$ cat src/rtl/core/utbl_pkg.sv
// Shared types and codes for the unique-key row table.
package utbl_pkg;

    // Fixed port geometry
    localparam int S_TDATA_W = 48;
    localparam int S_TUSER_W = 2;
    localparam int M_TDATA_W = 16;
    localparam int SLOT_W    = 6;
    localparam int COLUMN_W  = 3;
    localparam int VALUE_W   = 32;
    localparam int STATUS_W  = 3;
    localparam int ROWS_W    = 7;
    localparam int CFG_W     = 4;

    // Operation kinds carried on tuser
    typedef enum logic [1:0] {
        KIND_INSERT = 2'd0,
        KIND_UPDATE = 2'd1,
        KIND_DELETE = 2'd2,
        KIND_SELECT = 2'd3
    } kind_t;

    // Result status codes
    typedef enum logic [STATUS_W-1:0] {
        STAT_OK        = 3'd0,
        STAT_DUP_KEY   = 3'd1,
        STAT_FULL      = 3'd2,
        STAT_BAD_SLOT  = 3'd3,
        STAT_NOT_FOUND = 3'd4
    } status_t;

    // Configuration register indexes
    localparam logic CFG_KEY_COLUMN   = 1'b0;
    localparam logic CFG_COLUMN_COUNT = 1'b1;

    // Write strobes from the sequencer to the row store
    typedef struct packed {
        logic cell_we;
        logic used_we;
        logic used_wdata;
    } mem_ctl_t;

    // Result hand-off from the sequencer to the output register
    typedef struct packed {
        logic    load;
        status_t status;
    } res_t;

endpackage

$ cat src/rtl/core/utbl_stage.sv
// Staging row: collects the column words of an insert run.
module utbl_stage
    import utbl_pkg::*;
#(
    parameter int COLS = 8
) (
    input  logic                 aclk,
    input  logic                 aresetn,
    input  logic                 push,
    input  logic [VALUE_W-1:0]   push_data,
    input  logic                 clear,
    input  logic [((COLS > 1) ? $clog2(COLS) : 1)-1:0] rd_idx,
    output logic [VALUE_W-1:0]   rd_data,
    output logic [$clog2(COLS+1)-1:0] cnt
);

    localparam int CW  = (COLS > 1) ? $clog2(COLS) : 1;
    localparam int CCW = $clog2(COLS + 1);

    logic [VALUE_W-1:0] stage_reg [COLS];
    logic [CCW-1:0]     cnt_reg;
    logic [CCW-1:0]     cnt_next;
    logic               room;

    assign room    = 32'(cnt_reg) < COLS;
    assign rd_data = stage_reg[rd_idx];
    assign cnt     = cnt_reg;

    always_comb begin
        cnt_next = cnt_reg;
        if (clear) begin
            cnt_next = '0;
        end else if (push && room) begin
            cnt_next = cnt_reg + CCW'(1);
        end
    end

    always_ff @(posedge aclk) begin
        if (!aresetn) begin
            cnt_reg <= '0;
        end else begin
            cnt_reg <= cnt_next;
        end
    end

    // Extra words beyond the row width are dropped
    always_ff @(posedge aclk) begin
        if (push && room) begin
            stage_reg[CW'(cnt_reg)] <= push_data;
        end
    end

    a_cnt_bound: assert property (@(posedge aclk) disable iff (!aresetn)
        32'(cnt_reg) <= COLS)
        else $error("staging count beyond row width");

endmodule

$ cat config.mk
export PLATFORM = sky130hd
export DESIGN_NAME = utbl_stage
export DESIGN_NICKNAME = d
export VERILOG_FILES = /design/src/rtl/core/utbl_pkg.sv /design/src/rtl/core/utbl_stage.sv
export SDC_FILE = /design/constraint.sdc
export NUM_CORES = 1
export LEC_CHECK = 0
export BUFFER_PORTS_ARGS = -buffer_cell sky130_fd_sc_hd__buf_2
export CAP_MARGIN = 25
export CORE_UTILIZATION = 30
export DETAILED_ROUTE_END_ITERATION = 12
export HOLD_SLACK_MARGIN = 0.03
export PLACE_DENSITY = 0.51
export SETUP_SLACK_MARGIN = 0.5
export SLEW_MARGIN = 25
export SYNTH_ARGS = -nofsm -noshare
export SYNTH_HDL_FRONTEND = slang
export SYNTH_SLANG_ARGS = --single-unit
$ cat constraint.sdc
create_clock -name aclk -period 4.35 [get_ports aclk]
set_input_delay 0.87 -clock aclk [delete_from_list [all_inputs] [get_ports aclk]]
set_output_delay 0.87 -clock aclk [all_outputs]
set_load 0.02 [all_outputs]
==> impl_metrics.env <==
export IMPL_status="completed"
export IMPL_synth_warnings=0
export IMPL_setup_ws_ns=0.922
export IMPL_setup_viol=0
export IMPL_vias_per_cell=4.61
export IMPL_cts_inserted_buffers=29
export IMPL_layout_min_cycle_time_ns=3.43
export IMPL_skew_ns=0.00950
export IMPL_die_w_um=185
export IMPL_synth_top_area_frac=0.769
export IMPL_max_cap_violations=0
export IMPL_critPathSlowestCell="mux4_1"
export IMPL_grt_setup_unrepaired="no"
export IMPL_netlist_area_mm2=0.0100
export IMPL_start_util=0.306
export IMPL_seq_area_frac_synth=0.777
export IMPL_total_power_w=0.00531
export IMPL_seqPwrFrac=0.527
export IMPL_drt_iter0_drc=194
export IMPL_cp_cell_sequence="buf_4 > buf_12 > mux4_1 > mux2_2 > buf_2"
export IMPL_synth_seq_cells=260
export IMPL_cts_sinks=260
export IMPL_cts_root_buf="clkbuf_16"
export IMPL_htree_num_levels=1
export IMPL_num_rows=66
export IMPL_critPathLaunchType="input pin"
export IMPL_worst_slew_pin_transition_ns=0.888
export IMPL_clock_path_buffers=3
export IMPL_area_growth_pct=19.2
export IMPL_drtAntennaViolNets=0
export IMPL_synth_area_leaders="edfxtp_1 77%, mux4_1 11%, mux4_2 5.4%, mux2_2 3.6%, dfxtp_1 0.80%"
export IMPL_drv_slew=0
export IMPL_power_leakage_nw=3.95
export IMPL_grt_first_pass_wirelength_um=30900
export IMPL_finalWirelength_um=20700
export IMPL_clock_latency_ns=0.53
export IMPL_synth_nets=440
export IMPL_dp_slack_ns=0.865
export IMPL_io_pins=75
export IMPL_path_max_fanout=23
export IMPL_cp_end_kind="primary output"
export IMPL_finalHoldViolCount=0
export IMPL_ctsResizeCount=0
export IMPL_synth_distinct_cells=23
export IMPL_setup_tns_ns=0
export IMPL_hold_depth=1
export IMPL_num_vias=4470
export IMPL_netSwitchingFraction=0.204
export IMPL_grt_max_degree=65
export IMPL_grt_pass1_vias=4990
export IMPL_die_area_mm2=0.0341
export IMPL_hold_buffers=0
export IMPL_gp_congestion=0.660
export IMPL_power_per_cell_area_mw_per_mm2=445
export IMPL_path_depth=5
export IMPL_path_delay_family="multiplexers"
export IMPL_wire_per_inst_um=21.4
export IMPL_core_area_mm2=0.0327
export IMPL_port_buffers=74
export IMPL_grt_ovfl_total=0
export IMPL_post_cts_buffers=0
export IMPL_largest_reg_flops=256
export IMPL_critPathMaxStageDelay_ns=0.59
export IMPL_first_pass_iters=4
export IMPL_required_ns=3.48
export IMPL_hpwlAfterDp_um=12000
export IMPL_timing_hold_ws_ns=0.602
export IMPL_cts_tree="yes"
export IMPL_die_height_um=185
export IMPL_path_buf_inv=3
export IMPL_max_slew_margin=0.406
export IMPL_nets=545
export IMPL_antenna_found_initial=3
export IMPL_finalCritPeriodShare=0.788
export IMPL_p_comb_frac=0.054
export IMPL_path_clk_slew_ns=0.06
export IMPL_arrival_ns=2.56
export IMPL_crit_type="in -> out"
export IMPL_p_switching_w=0.00108
export IMPL_peakVddDrop_mv=0.276
export IMPL_grt_usage=0.125
export IMPL_power_clock_fraction=0.420
export IMPL_yosysTopAreaCell="edfxtp_1"
export IMPL_drc=0
export IMPL_drive_above_1_share=0.368
export IMPL_hold_path_class="in -> reg"
export IMPL_syn_instance_count=400
export IMPL_rr_worst_depth=3
export IMPL_avgSynthCellArea_um2=25.0
export IMPL_power_report_internal_total_w=0.00423
export IMPL_fmax_ghz=0.292
## cells by family after synthesis
group,share of synthesized area
flip-flops,0.777
multiplexers,0.196
AND/OR/NAND/NOR,0.0103
buffers and inverters,0.0131
XOR/XNOR,0.00175
AO/OA/AOI/OAI,0.000876
adder cells (fa/ha/maj),0.00125
## per-stage QoR
step / area (um2) / utilization / instances
after detailed placement: 11000 / 0.338 / 916
after global routing: 11900 / 0.365 / 969
final: 11900 / 0.365 / 970
after global placement: 11000 / 0.338 / 916
after CTS: 11900 / 0.365 / 969
after floorplan: 10000 / - / 400
## area by class of cell
class,count,area (um2)
tap,442,553
multi-input combinational,121,2170
sequential,260,7770
antenna,1,2.50
clock buffer,42,795
timing repair buffer,93,553
clock inverter,11,80.1
fill,3053,20800
## synth_stat cells
cell type	instances
nand2b_1	2
mux4_2	24
buf_1	3
buf_6	7
nor2b_1	1
xor2_1	1
edfxtp_1	256
a41oi_1	1
clkbuf_1	3
nor4_1	2
xnor2_1	1
ha_1	1
buf_2	6
nand3b_1	1
nor3_1	4
mux2_2	32
mux2i_1	1
nor2_1	6
nand3_1	1
nand2_1	2
dfxtp_1	4
or3b_2	1
mux4_1	40
## cell usage in the layout, fill, tap and decap left out
| cell | instances |
|---|---|
| nand3b_1 | 1 |
| clkbuf_8 | 2 |
| nor2_4 | 2 |
| mux2_2 | 32 |
| buf_4 | 17 |
| nor2_1 | 4 |
| buf_12 | 3 |
| or3b_2 | 1 |
| inv_6 | 1 |
| nand3_1 | 1 |
| nor2b_1 | 1 |
| nand2b_1 | 2 |
| dfxtp_1 | 4 |
| xor2_1 | 1 |
| mux2i_1 | 1 |
| nor4_4 | 2 |
| diode_2 | 1 |
| clkinv_1 | 6 |
| mux4_1 | 40 |
| bufinv_16 | 1 |
| clkinv_4 | 1 |
| mux4_2 | 24 |
| ha_1 | 1 |
| edfxtp_1 | 256 |
| clkbuf_16 | 29 |
| a41oi_1 | 1 |
| clkinv_2 | 2 |
| clkbuf_1 | 11 |
| nor3_2 | 3 |
| nand2_1 | 2 |
| buf_2 | 73 |
| nor3_4 | 1 |
| xnor2_1 | 1 |
## per-layer routing
metal  part of all wire  routed length [um]  track usage
met4              0.021                 427       0.0333
met1               0.42                8750        0.155
met3              0.043                 896       0.0259
met5             0.0012                  25            0
met2               0.51               10600        0.220
## final timing paths
kind / slack (ns) / endpoint / from
setup / recovery: 0.92 / rd_data[4] / rd_idx[0]
hold / removal: 0.60 / stage_reg[4][25] / push_data[25]
setup reg to reg: 1.91 / stage_reg[7][19] / cnt[0]
hold reg to reg: 0.70 / cnt[1] / cnt[1]
## power by group through the flow
| stage | logic (W) | clock network (W) | registers [W] |
|---|---|---|---|
| after detailed placement | 0.000292 | 0 | 0.00285 |
| after global placement | 0.000286 | 0 | 0.00284 |
| after floorplan | 0.000173 | 0 | 0.00285 |
| after global routing | 0.000309 | 0.00237 | 0.00280 |
| after CTS | 0.000294 | 0.00229 | 0.00279 |
| final | 0.000284 | 0.00223 | 0.00279 |
(Power assumes the default switching activity.)
