<file path="src/rtl/core/utbl_pkg.sv">
// Shared types and codes for the unique-key row table.
package utbl_pkg;

    // Fixed port geometry
    localparam int S_TDATA_W = 48;
    localparam int S_TUSER_W = 2;
    localparam int M_TDATA_W = 16;
    localparam int SLOT_W    = 6;
    localparam int COLUMN_W  = 3;
    localparam int VALUE_W   = 32;
    localparam int STATUS_W  = 3;
    localparam int ROWS_W    = 7;
    localparam int CFG_W     = 4;

    // Operation kinds carried on tuser
    typedef enum logic [1:0] {
        KIND_INSERT = 2'd0,
        KIND_UPDATE = 2'd1,
        KIND_DELETE = 2'd2,
        KIND_SELECT = 2'd3
    } kind_t;

    // Result status codes
    typedef enum logic [STATUS_W-1:0] {
        STAT_OK        = 3'd0,
        STAT_DUP_KEY   = 3'd1,
        STAT_FULL      = 3'd2,
        STAT_BAD_SLOT  = 3'd3,
        STAT_NOT_FOUND = 3'd4
    } status_t;

    // Configuration register indexes
    localparam logic CFG_KEY_COLUMN   = 1'b0;
    localparam logic CFG_COLUMN_COUNT = 1'b1;

    // Write strobes from the sequencer to the row store
    typedef struct packed {
        logic cell_we;
        logic used_we;
        logic used_wdata;
    } mem_ctl_t;

    // Result hand-off from the sequencer to the output register
    typedef struct packed {
        logic    load;
        status_t status;
    } res_t;

endpackage

</file>
<file path="src/rtl/core/utbl_seq.sv">
// Sequencer: row scan with shared equality compare, row write-back and result codes.
module utbl_seq
    import utbl_pkg::*;
#(
    parameter int ROWS = 64,
    parameter int COLS = 8
) (
    input  logic                 aclk,
    input  logic                 aresetn,
    input  logic                 in_acc,
    input  logic [1:0]           in_kind,
    input  logic [SLOT_W-1:0]    in_slot,
    input  logic [COLUMN_W-1:0]  in_col,
    input  logic [VALUE_W-1:0]   in_val,
    input  logic                 in_last,
    input  logic [CFG_W-1:0]     key_col,
    input  logic [CFG_W-1:0]     col_cnt,
    input  logic                 out_free,
    output logic                 idle,
    input  logic [$clog2(COLS+1)-1:0] stg_cnt,
    input  logic [VALUE_W-1:0]   stg_rd_data,
    output logic [((COLS > 1) ? $clog2(COLS) : 1)-1:0] stg_rd_idx,
    output logic                 stg_push,
    output logic                 stg_clear,
    output logic [$clog2(ROWS)-1:0] mem_row,
    output logic [((COLS > 1) ? $clog2(COLS) : 1)-1:0] mem_col,
    output mem_ctl_t             mem_ctl,
    output logic [VALUE_W-1:0]   mem_wdata,
    input  logic [VALUE_W-1:0]   cell_q,
    input  logic                 used_q,
    output res_t                 res,
    output logic [$clog2(ROWS)-1:0] res_slot,
    output logic [$clog2(ROWS+1)-1:0] rows_used
);

    localparam int RW  = $clog2(ROWS);
    localparam int CW  = (COLS > 1) ? $clog2(COLS) : 1;
    localparam int CCW = $clog2(COLS + 1);
    localparam int HW  = $clog2(ROWS + 1);

    typedef enum logic [6:0] {
        SQ_IDLE    = 7'b0000001,
        SQ_INS_KEY = 7'b0000010,
        SQ_SCAN    = 7'b0000100,
        SQ_WRITE   = 7'b0001000,
        SQ_RD      = 7'b0010000,
        SQ_CHK     = 7'b0100000,
        SQ_DONE    = 7'b1000000
    } state_t;

    state_t              state_reg, state_next;
    logic [HW-1:0]       hwm_reg, hwm_next;
    logic [HW-1:0]       used_count_reg, used_count_next;
    logic                pend_valid_reg, pend_valid_next;

    logic [HW-1:0]       issue_reg, issue_next;
    logic [RW-1:0]       pend_row_reg, pend_row_next;
    logic                free_found_reg, free_found_next;
    logic [RW-1:0]       free_row_reg, free_row_next;
    logic [RW-1:0]       ins_row_reg, ins_row_next;
    logic                fresh_reg, fresh_next;
    logic [CW-1:0]       wcol_reg, wcol_next;
    logic [CW-1:0]       scan_col_reg, scan_col_next;
    logic [CCW-1:0]      snap_reg, snap_next;
    logic [VALUE_W-1:0]  cmp_val_reg, cmp_val_next;
    logic                chk_reg, chk_next;
    logic                op_ins_reg, op_ins_next;
    logic                op_del_reg, op_del_next;
    logic [SLOT_W-1:0]   slot_reg, slot_next;
    logic [COLUMN_W-1:0] col_reg, col_next;
    status_t             status_reg, status_next;
    logic [RW-1:0]       rslot_reg, rslot_next;

    logic [CCW-1:0]      eff_n;
    logic                chk_en;
    logic                match;
    logic                issue_more;
    logic [RW-1:0]       slot_row;
    logic                row_ok;
    logic                upd_ok;
    logic                res_load;

    // Effective column count: zero reads as one, clamp at the row width
    always_comb begin
        if (col_cnt == '0) begin
            eff_n = CCW'(1);
        end else if (32'(col_cnt) > COLS) begin
            eff_n = CCW'(COLS);
        end else begin
            eff_n = CCW'(col_cnt);
        end
    end

    assign chk_en     = !key_col[CFG_W-1] && (32'(key_col[2:0]) < 32'(eff_n));
    assign match      = pend_valid_reg && used_q && chk_reg && (cell_q == cmp_val_reg);
    assign issue_more = issue_reg < hwm_reg;
    assign slot_row   = RW'(slot_reg);
    assign row_ok     = (32'(slot_reg) < ROWS) && used_q && (HW'(slot_row) < hwm_reg);
    assign upd_ok     = row_ok && (32'(col_reg) < 32'(eff_n));
    assign res_load   = (state_reg == SQ_DONE) && out_free;

    assign idle       = (state_reg == SQ_IDLE);
    assign stg_push   = in_acc && (in_kind == KIND_INSERT);
    assign stg_clear  = (state_reg == SQ_INS_KEY);
    assign stg_rd_idx = (state_reg == SQ_INS_KEY) ? CW'(key_col[2:0]) : wcol_reg;

    assign res.load   = res_load;
    assign res.status = status_reg;
    assign res_slot   = rslot_reg;
    assign rows_used  = used_count_reg;

    // Store address and write strobes
    always_comb begin
        mem_row = slot_row;
        mem_col = CW'(col_reg);
        case (state_reg)
            SQ_SCAN: begin
                mem_row = RW'(issue_reg);
                mem_col = scan_col_reg;
            end
            SQ_WRITE: begin
                mem_row = ins_row_reg;
                mem_col = wcol_reg;
            end
            default: begin
                mem_row = slot_row;
                mem_col = CW'(col_reg);
            end
        endcase

        mem_ctl.cell_we    = ((state_reg == SQ_WRITE) &&
                              ((32'(wcol_reg) < 32'(eff_n)) || fresh_reg)) ||
                             ((state_reg == SQ_CHK) && !op_del_reg && upd_ok);
        mem_ctl.used_we    = ((state_reg == SQ_WRITE) && (wcol_reg == '0)) ||
                             ((state_reg == SQ_CHK) && op_del_reg && row_ok);
        mem_ctl.used_wdata = (state_reg == SQ_WRITE);

        // Columns past the live count of a fresh row hold zero
        if (state_reg == SQ_WRITE) begin
            mem_wdata = ((32'(wcol_reg) < 32'(snap_reg)) &&
                         (32'(wcol_reg) < 32'(eff_n))) ? stg_rd_data : '0;
        end else begin
            mem_wdata = cmp_val_reg;
        end
    end

    always_comb begin
        state_next      = state_reg;
        hwm_next        = hwm_reg;
        used_count_next = used_count_reg;
        pend_valid_next = pend_valid_reg;
        issue_next      = issue_reg;
        pend_row_next   = pend_row_reg;
        free_found_next = free_found_reg;
        free_row_next   = free_row_reg;
        ins_row_next    = ins_row_reg;
        fresh_next      = fresh_reg;
        wcol_next       = wcol_reg;
        scan_col_next   = scan_col_reg;
        snap_next       = snap_reg;
        cmp_val_next    = cmp_val_reg;
        chk_next        = chk_reg;
        op_ins_next     = op_ins_reg;
        op_del_next     = op_del_reg;
        slot_next       = slot_reg;
        col_next        = col_reg;
        status_next     = status_reg;
        rslot_next      = rslot_reg;

        case (state_reg)
            SQ_IDLE: begin
                if (in_acc) begin
                    slot_next       = in_slot;
                    col_next        = in_col;
                    cmp_val_next    = in_val;
                    op_ins_next     = (in_kind == KIND_INSERT);
                    op_del_next     = (in_kind == KIND_DELETE);
                    issue_next      = '0;
                    pend_valid_next = 1'b0;
                    free_found_next = 1'b0;
                    scan_col_next   = '0;
                    chk_next        = 1'b1;
                    case (kind_t'(in_kind))
                        KIND_INSERT: begin
                            if (in_last) begin
                                state_next = SQ_INS_KEY;
                            end
                        end
                        KIND_UPDATE: state_next = SQ_RD;
                        KIND_DELETE: state_next = SQ_RD;
                        KIND_SELECT: state_next = SQ_SCAN;
                        default:     state_next = SQ_IDLE;
                    endcase
                end
            end

            SQ_INS_KEY: begin
                // Freeze the staged run and pick out the key word
                snap_next     = stg_cnt;
                cmp_val_next  = (32'(key_col[2:0]) < 32'(stg_cnt)) ? stg_rd_data : '0;
                chk_next      = chk_en;
                scan_col_next = CW'(key_col[2:0]);
                state_next    = SQ_SCAN;
            end

            SQ_SCAN: begin
                if (match) begin
                    status_next     = op_ins_reg ? STAT_DUP_KEY : STAT_OK;
                    rslot_next      = op_ins_reg ? '0 : pend_row_reg;
                    pend_valid_next = 1'b0;
                    state_next      = SQ_DONE;
                end else begin
                    if (op_ins_reg && pend_valid_reg && !used_q && !free_found_reg) begin
                        free_found_next = 1'b1;
                        free_row_next   = pend_row_reg;
                    end
                    if (issue_more) begin
                        issue_next      = issue_reg + HW'(1);
                        pend_valid_next = 1'b1;
                        pend_row_next   = RW'(issue_reg);
                    end else begin
                        pend_valid_next = 1'b0;
                        if (!pend_valid_reg) begin
                            rslot_next = '0;
                            wcol_next  = '0;
                            if (!op_ins_reg) begin
                                status_next = STAT_NOT_FOUND;
                                state_next  = SQ_DONE;
                            end else if (free_found_reg) begin
                                ins_row_next = free_row_reg;
                                fresh_next   = 1'b0;
                                state_next   = SQ_WRITE;
                            end else if (32'(hwm_reg) < ROWS) begin
                                ins_row_next = RW'(hwm_reg);
                                fresh_next   = 1'b1;
                                state_next   = SQ_WRITE;
                            end else begin
                                status_next = STAT_FULL;
                                state_next  = SQ_DONE;
                            end
                        end
                    end
                end
            end

            SQ_WRITE: begin
                wcol_next = wcol_reg + CW'(1);
                if (wcol_reg == CW'(COLS - 1)) begin
                    used_count_next = used_count_reg + HW'(1);
                    if (fresh_reg) begin
                        hwm_next = hwm_reg + HW'(1);
                    end
                    status_next = STAT_OK;
                    rslot_next  = ins_row_reg;
                    state_next  = SQ_DONE;
                end
            end

            SQ_RD: begin
                state_next = SQ_CHK;
            end

            SQ_CHK: begin
                rslot_next = '0;
                if (op_del_reg) begin
                    if (row_ok) begin
                        if (used_count_reg != '0) begin
                            used_count_next = used_count_reg - HW'(1);
                        end
                        status_next = STAT_OK;
                    end else begin
                        status_next = STAT_BAD_SLOT;
                    end
                end else begin
                    status_next = upd_ok ? STAT_OK : STAT_BAD_SLOT;
                end
                state_next = SQ_DONE;
            end

            SQ_DONE: begin
                if (out_free) begin
                    state_next = SQ_IDLE;
                end
            end

            default: begin
                state_next = SQ_IDLE;
            end
        endcase
    end

    always_ff @(posedge aclk) begin
        if (!aresetn) begin
            state_reg      <= SQ_IDLE;
            hwm_reg        <= '0;
            used_count_reg <= '0;
            pend_valid_reg <= 1'b0;
        end else begin
            state_reg      <= state_next;
            hwm_reg        <= hwm_next;
            used_count_reg <= used_count_next;
            pend_valid_reg <= pend_valid_next;
        end
    end

    always_ff @(posedge aclk) begin
        issue_reg      <= issue_next;
        pend_row_reg   <= pend_row_next;
        free_found_reg <= free_found_next;
        free_row_reg   <= free_row_next;
        ins_row_reg    <= ins_row_next;
        fresh_reg      <= fresh_next;
        wcol_reg       <= wcol_next;
        scan_col_reg   <= scan_col_next;
        snap_reg       <= snap_next;
        cmp_val_reg    <= cmp_val_next;
        chk_reg        <= chk_next;
        op_ins_reg     <= op_ins_next;
        op_del_reg     <= op_del_next;
        slot_reg       <= slot_next;
        col_reg        <= col_next;
        status_reg     <= status_next;
        rslot_reg      <= rslot_next;
    end

    a_count_le_hwm: assert property (@(posedge aclk) disable iff (!aresetn)
        used_count_reg <= hwm_reg)
        else $error("used row count above fill mark");

    a_hwm_bound: assert property (@(posedge aclk) disable iff (!aresetn)
        32'(hwm_reg) <= ROWS)
        else $error("fill mark beyond table depth");

    a_pend_in_fill: assert property (@(posedge aclk) disable iff (!aresetn)
        (state_reg == SQ_SCAN) && pend_valid_reg |-> HW'(pend_row_reg) < hwm_reg)
        else $error("scan compares a row never written");

    a_load_to_idle: assert property (@(posedge aclk) disable iff (!aresetn)
        res_load |=> state_reg == SQ_IDLE)
        else $error("sequencer did not return to idle after result");

endmodule

</file>
<file path="config.mk">
export PLATFORM = sky130hd
export DESIGN_NAME = utbl_seq
export DESIGN_NICKNAME = d
export VERILOG_FILES = /design/src/rtl/core/utbl_pkg.sv /design/src/rtl/core/utbl_seq.sv
export SDC_FILE = /design/constraint.sdc
export NUM_CORES = 1
export LEC_CHECK = 0
export ABC_AREA = 1
export BUFFER_PORTS_ARGS = -buffer_cell sky130_fd_sc_hd__buf_2
export CAP_MARGIN = 20
export CORE_MARGIN = 2
export CORE_UTILIZATION = 50
export DETAILED_ROUTE_END_ITERATION = 7
export HOLD_SLACK_MARGIN = 0.15
export PLACE_DENSITY = 0.77
export SLEW_MARGIN = 30
export SYNTH_ARGS = -nofsm -noshare
export SYNTH_HDL_FRONTEND = slang
export SYNTH_SLANG_ARGS = --single-unit
</file>
<file path="constraint.sdc">
create_clock -name aclk -period 4.2 [get_ports aclk]
set_clock_uncertainty 0.2 [all_clocks]
set_input_delay 0.84 -clock aclk [delete_from_list [all_inputs] [get_ports aclk]]
set_output_delay 0.84 -clock aclk [all_outputs]
set_load 0.01 [all_outputs]
</file>
==> impl_metrics.toml <==
[status]
status = "finished clean"

[power]
p_per_area_nw_per_um2 = 368.6
power.leakage_nw = 3.825
ir_worst_vdd_v = 0.0002629

[cells_and_area]
mostFrequentLayoutCells = "nand2_1, buf_2, inv_1"
area_delta_synth_final_pct = 20.57
antenna_cells = 0
largest_reg_flops = 32
layout-drive-gt1-share_pct = 24.58
final_common_cell = "nand2_1"
fin_nets = 1173
final_cell_area_um2 = 8244

[worst_setup_path]
crit_chain = "buf_2 > inv_1 > nand2_1 > ha_1 > o21ai_1 > inv_1 > o211ai_1 > nand3_1 > buf_4 > o31ai_1 > buf_2"
crit_type = "in -> out"
startpoint = "col_cnt[3]"
cp.arrival_ns = 2.70
crit_slowest_cell = "ha_1"
path_max_fanout = 32
startpoint_type = "input port"
cp_slowest_stage_delay_ns = 0.29
cp.required_ns = 3.16
r2r_start = "state_reg[6]"
end_kind = "primary output"

[run]
maxCapViolCount = 0

[timing]
finalCriticalPeriod_ns = 3.738
fin_hold_ws_ns = 0.2604
tightest_slew_ns = 0.9344
fin_crit_sh_pct = 89.00
fin_tns_setup_ns = 0
rsz0062_at_grt = "no"
slew_viol_final = 0
setup_violations = 0
relSlewSlack_pct = 37.64
fmax_ghz = 0.2675
hold_viol = 0

[global_route]
grt_pass1_wl_um = 28900
grt_use_total_pct = 25.64
antenna_found_initial = 0
grt.overflow.total = 0
grt_pass1_vias = 5770
grt_max_degree = 47

[yosys]
netlist_area_um2 = 6838
synth_top_area_share_pct = 39.52
post_synth_inst_count = 827
yosys.area.top_type = "edfxtp_1"
synth-seq-cells = 112
syn_area_per_cell_um2 = 8.268
ys_seq_area_share_pct = 45.97
syn_nets = 988
ys_warn_count = 0
yosys-top-cells-area = "edfxtp_1, nand2_1, dfxtp_1"
ys_types = 47

[drt]
viasPerCell = 5.179
antenna_left = 0
wl_per_cell_um = 15.46
firstDrtPassIters = 4
routed_wl_um = 18440
routed-via-count = 6179
drc = 0
drtIter0Drc = 518

[clock_network]
clk_latency_ns = 0.36
cts.path.max_buffers = 2
post-cts-setup-buffers = 0
clkTransAtPathRegs_ns = 0.07
cts_hold_buf = 0
cts-root-buf = "clkbuf_16"
cts_resized = 0
tritoncts = "done"
cts_inserted_buffers = 9
clkSinkCount = 112
htreeDepth = 3

[min_path]
min-delay-path-class = "reg -> reg"
hp-start = "pend_row_reg[4]"

[placement]
dp_hpwl_um = 14210
dpl_cell_area_um2 = 7971
place.gp.congestion = 0.9555
numPortBuffers = 191

[floorplan]
die_h_um = 120.9
die_x_um = 120.9
core_area_um2 = 13300
start_util_pct = 51.43
ios = 192
die_area_um2 = 14630
fp-row-count = 42
[cells in the mapped netlist (all sizes together)]
library cell    n
edfxtp         90
nor4            5
a21boi          1
o32ai           1
dfxtp          22
inv           110
a211oi          1
nor2b           1
xor2           14
o21bai          4
fa              1
nand3          25
o21a            2
a21o            1
clkbuf         11
nor2           73
nand4           5
or2             3
buf            17
nor3b           2
nor3            8
o211ai          9
nand3b          1
nand2         232
o22ai          13
a21oi          34
o21ai          64
ha             35
xnor2          14
o31ai          23
clkinv          5
[kinds of logic (layout without fill, tap and decap cells)]
kind of cell               count (synthesis)  in the layout  synth area share [%]
and+or+nand+nor                          355            355                 22.40
buffers and inverters                    143            333                 8.307
adders and majority gates                 36             36                 6.697
AOI/OAI and AO/OA                        153            153                 13.05
xor gates and xnor gates                  28             28                 3.587
DFF                                      112            112                 45.97
[critical path: cells and delay by family]
family                   cells  cell delay, ns
AO/OA/AOI/OAI                3            0.56
adder cells (fa/ha/maj)      1            0.29
buffers and inverters        5            0.75
AND/OR/NAND/NOR              2            0.23
[area by class of cell]
type                       count  area, um^2
fill                        1176        5051
sequential                   112        3143
multi-input combinational    572        3132
timing repair buffer         202        1039
inverter                     115       437.9
clock buffer                  10       229.0
tap                          176       220.2
clock inverter                 6       43.79
[per-stage QoR]
stage                     total power, mW  util [%]  setup slack (ns)  instances
after floorplan                     1.933         -            0.8963        827
after global placement              2.225     59.96            0.6443       1177
after CTS                           3.050     62.01            0.5223       1193
after detailed placement            2.242     59.96            0.5008       1177
final                               3.039     62.01            0.4618       1193
after global routing                3.205     62.01            0.3056       1193
[where the power goes]
group	internal, mW	leakage [nW]	switching [mW]
sequential	1.36	1.01	0.0959
combinational	0.292	2.67	0.476
clock	0.408	0.139	0.403
[per-layer routing]
layer  routed length (um)  up-vias  GRT usage, %
li1                     -     3108             -
met1                 8212     2789         35.19
met2                 8511      265         41.54
met3                 1479       17         5.592
met4                  237        0         6.177
met5                    0        -             0
[path summary, 6_finish.rpt]
path	end	cells after the start	slack, ns
setup / recovery	mem_wdata[8]	11	0.46
hold / removal	free_row_reg[4]	0	0.26
setup reg to reg	issue_reg[3]	10	1.36
hold reg to reg	free_row_reg[4]	0	0.26
No activity file was read; power rests on OpenSTA's default activity.
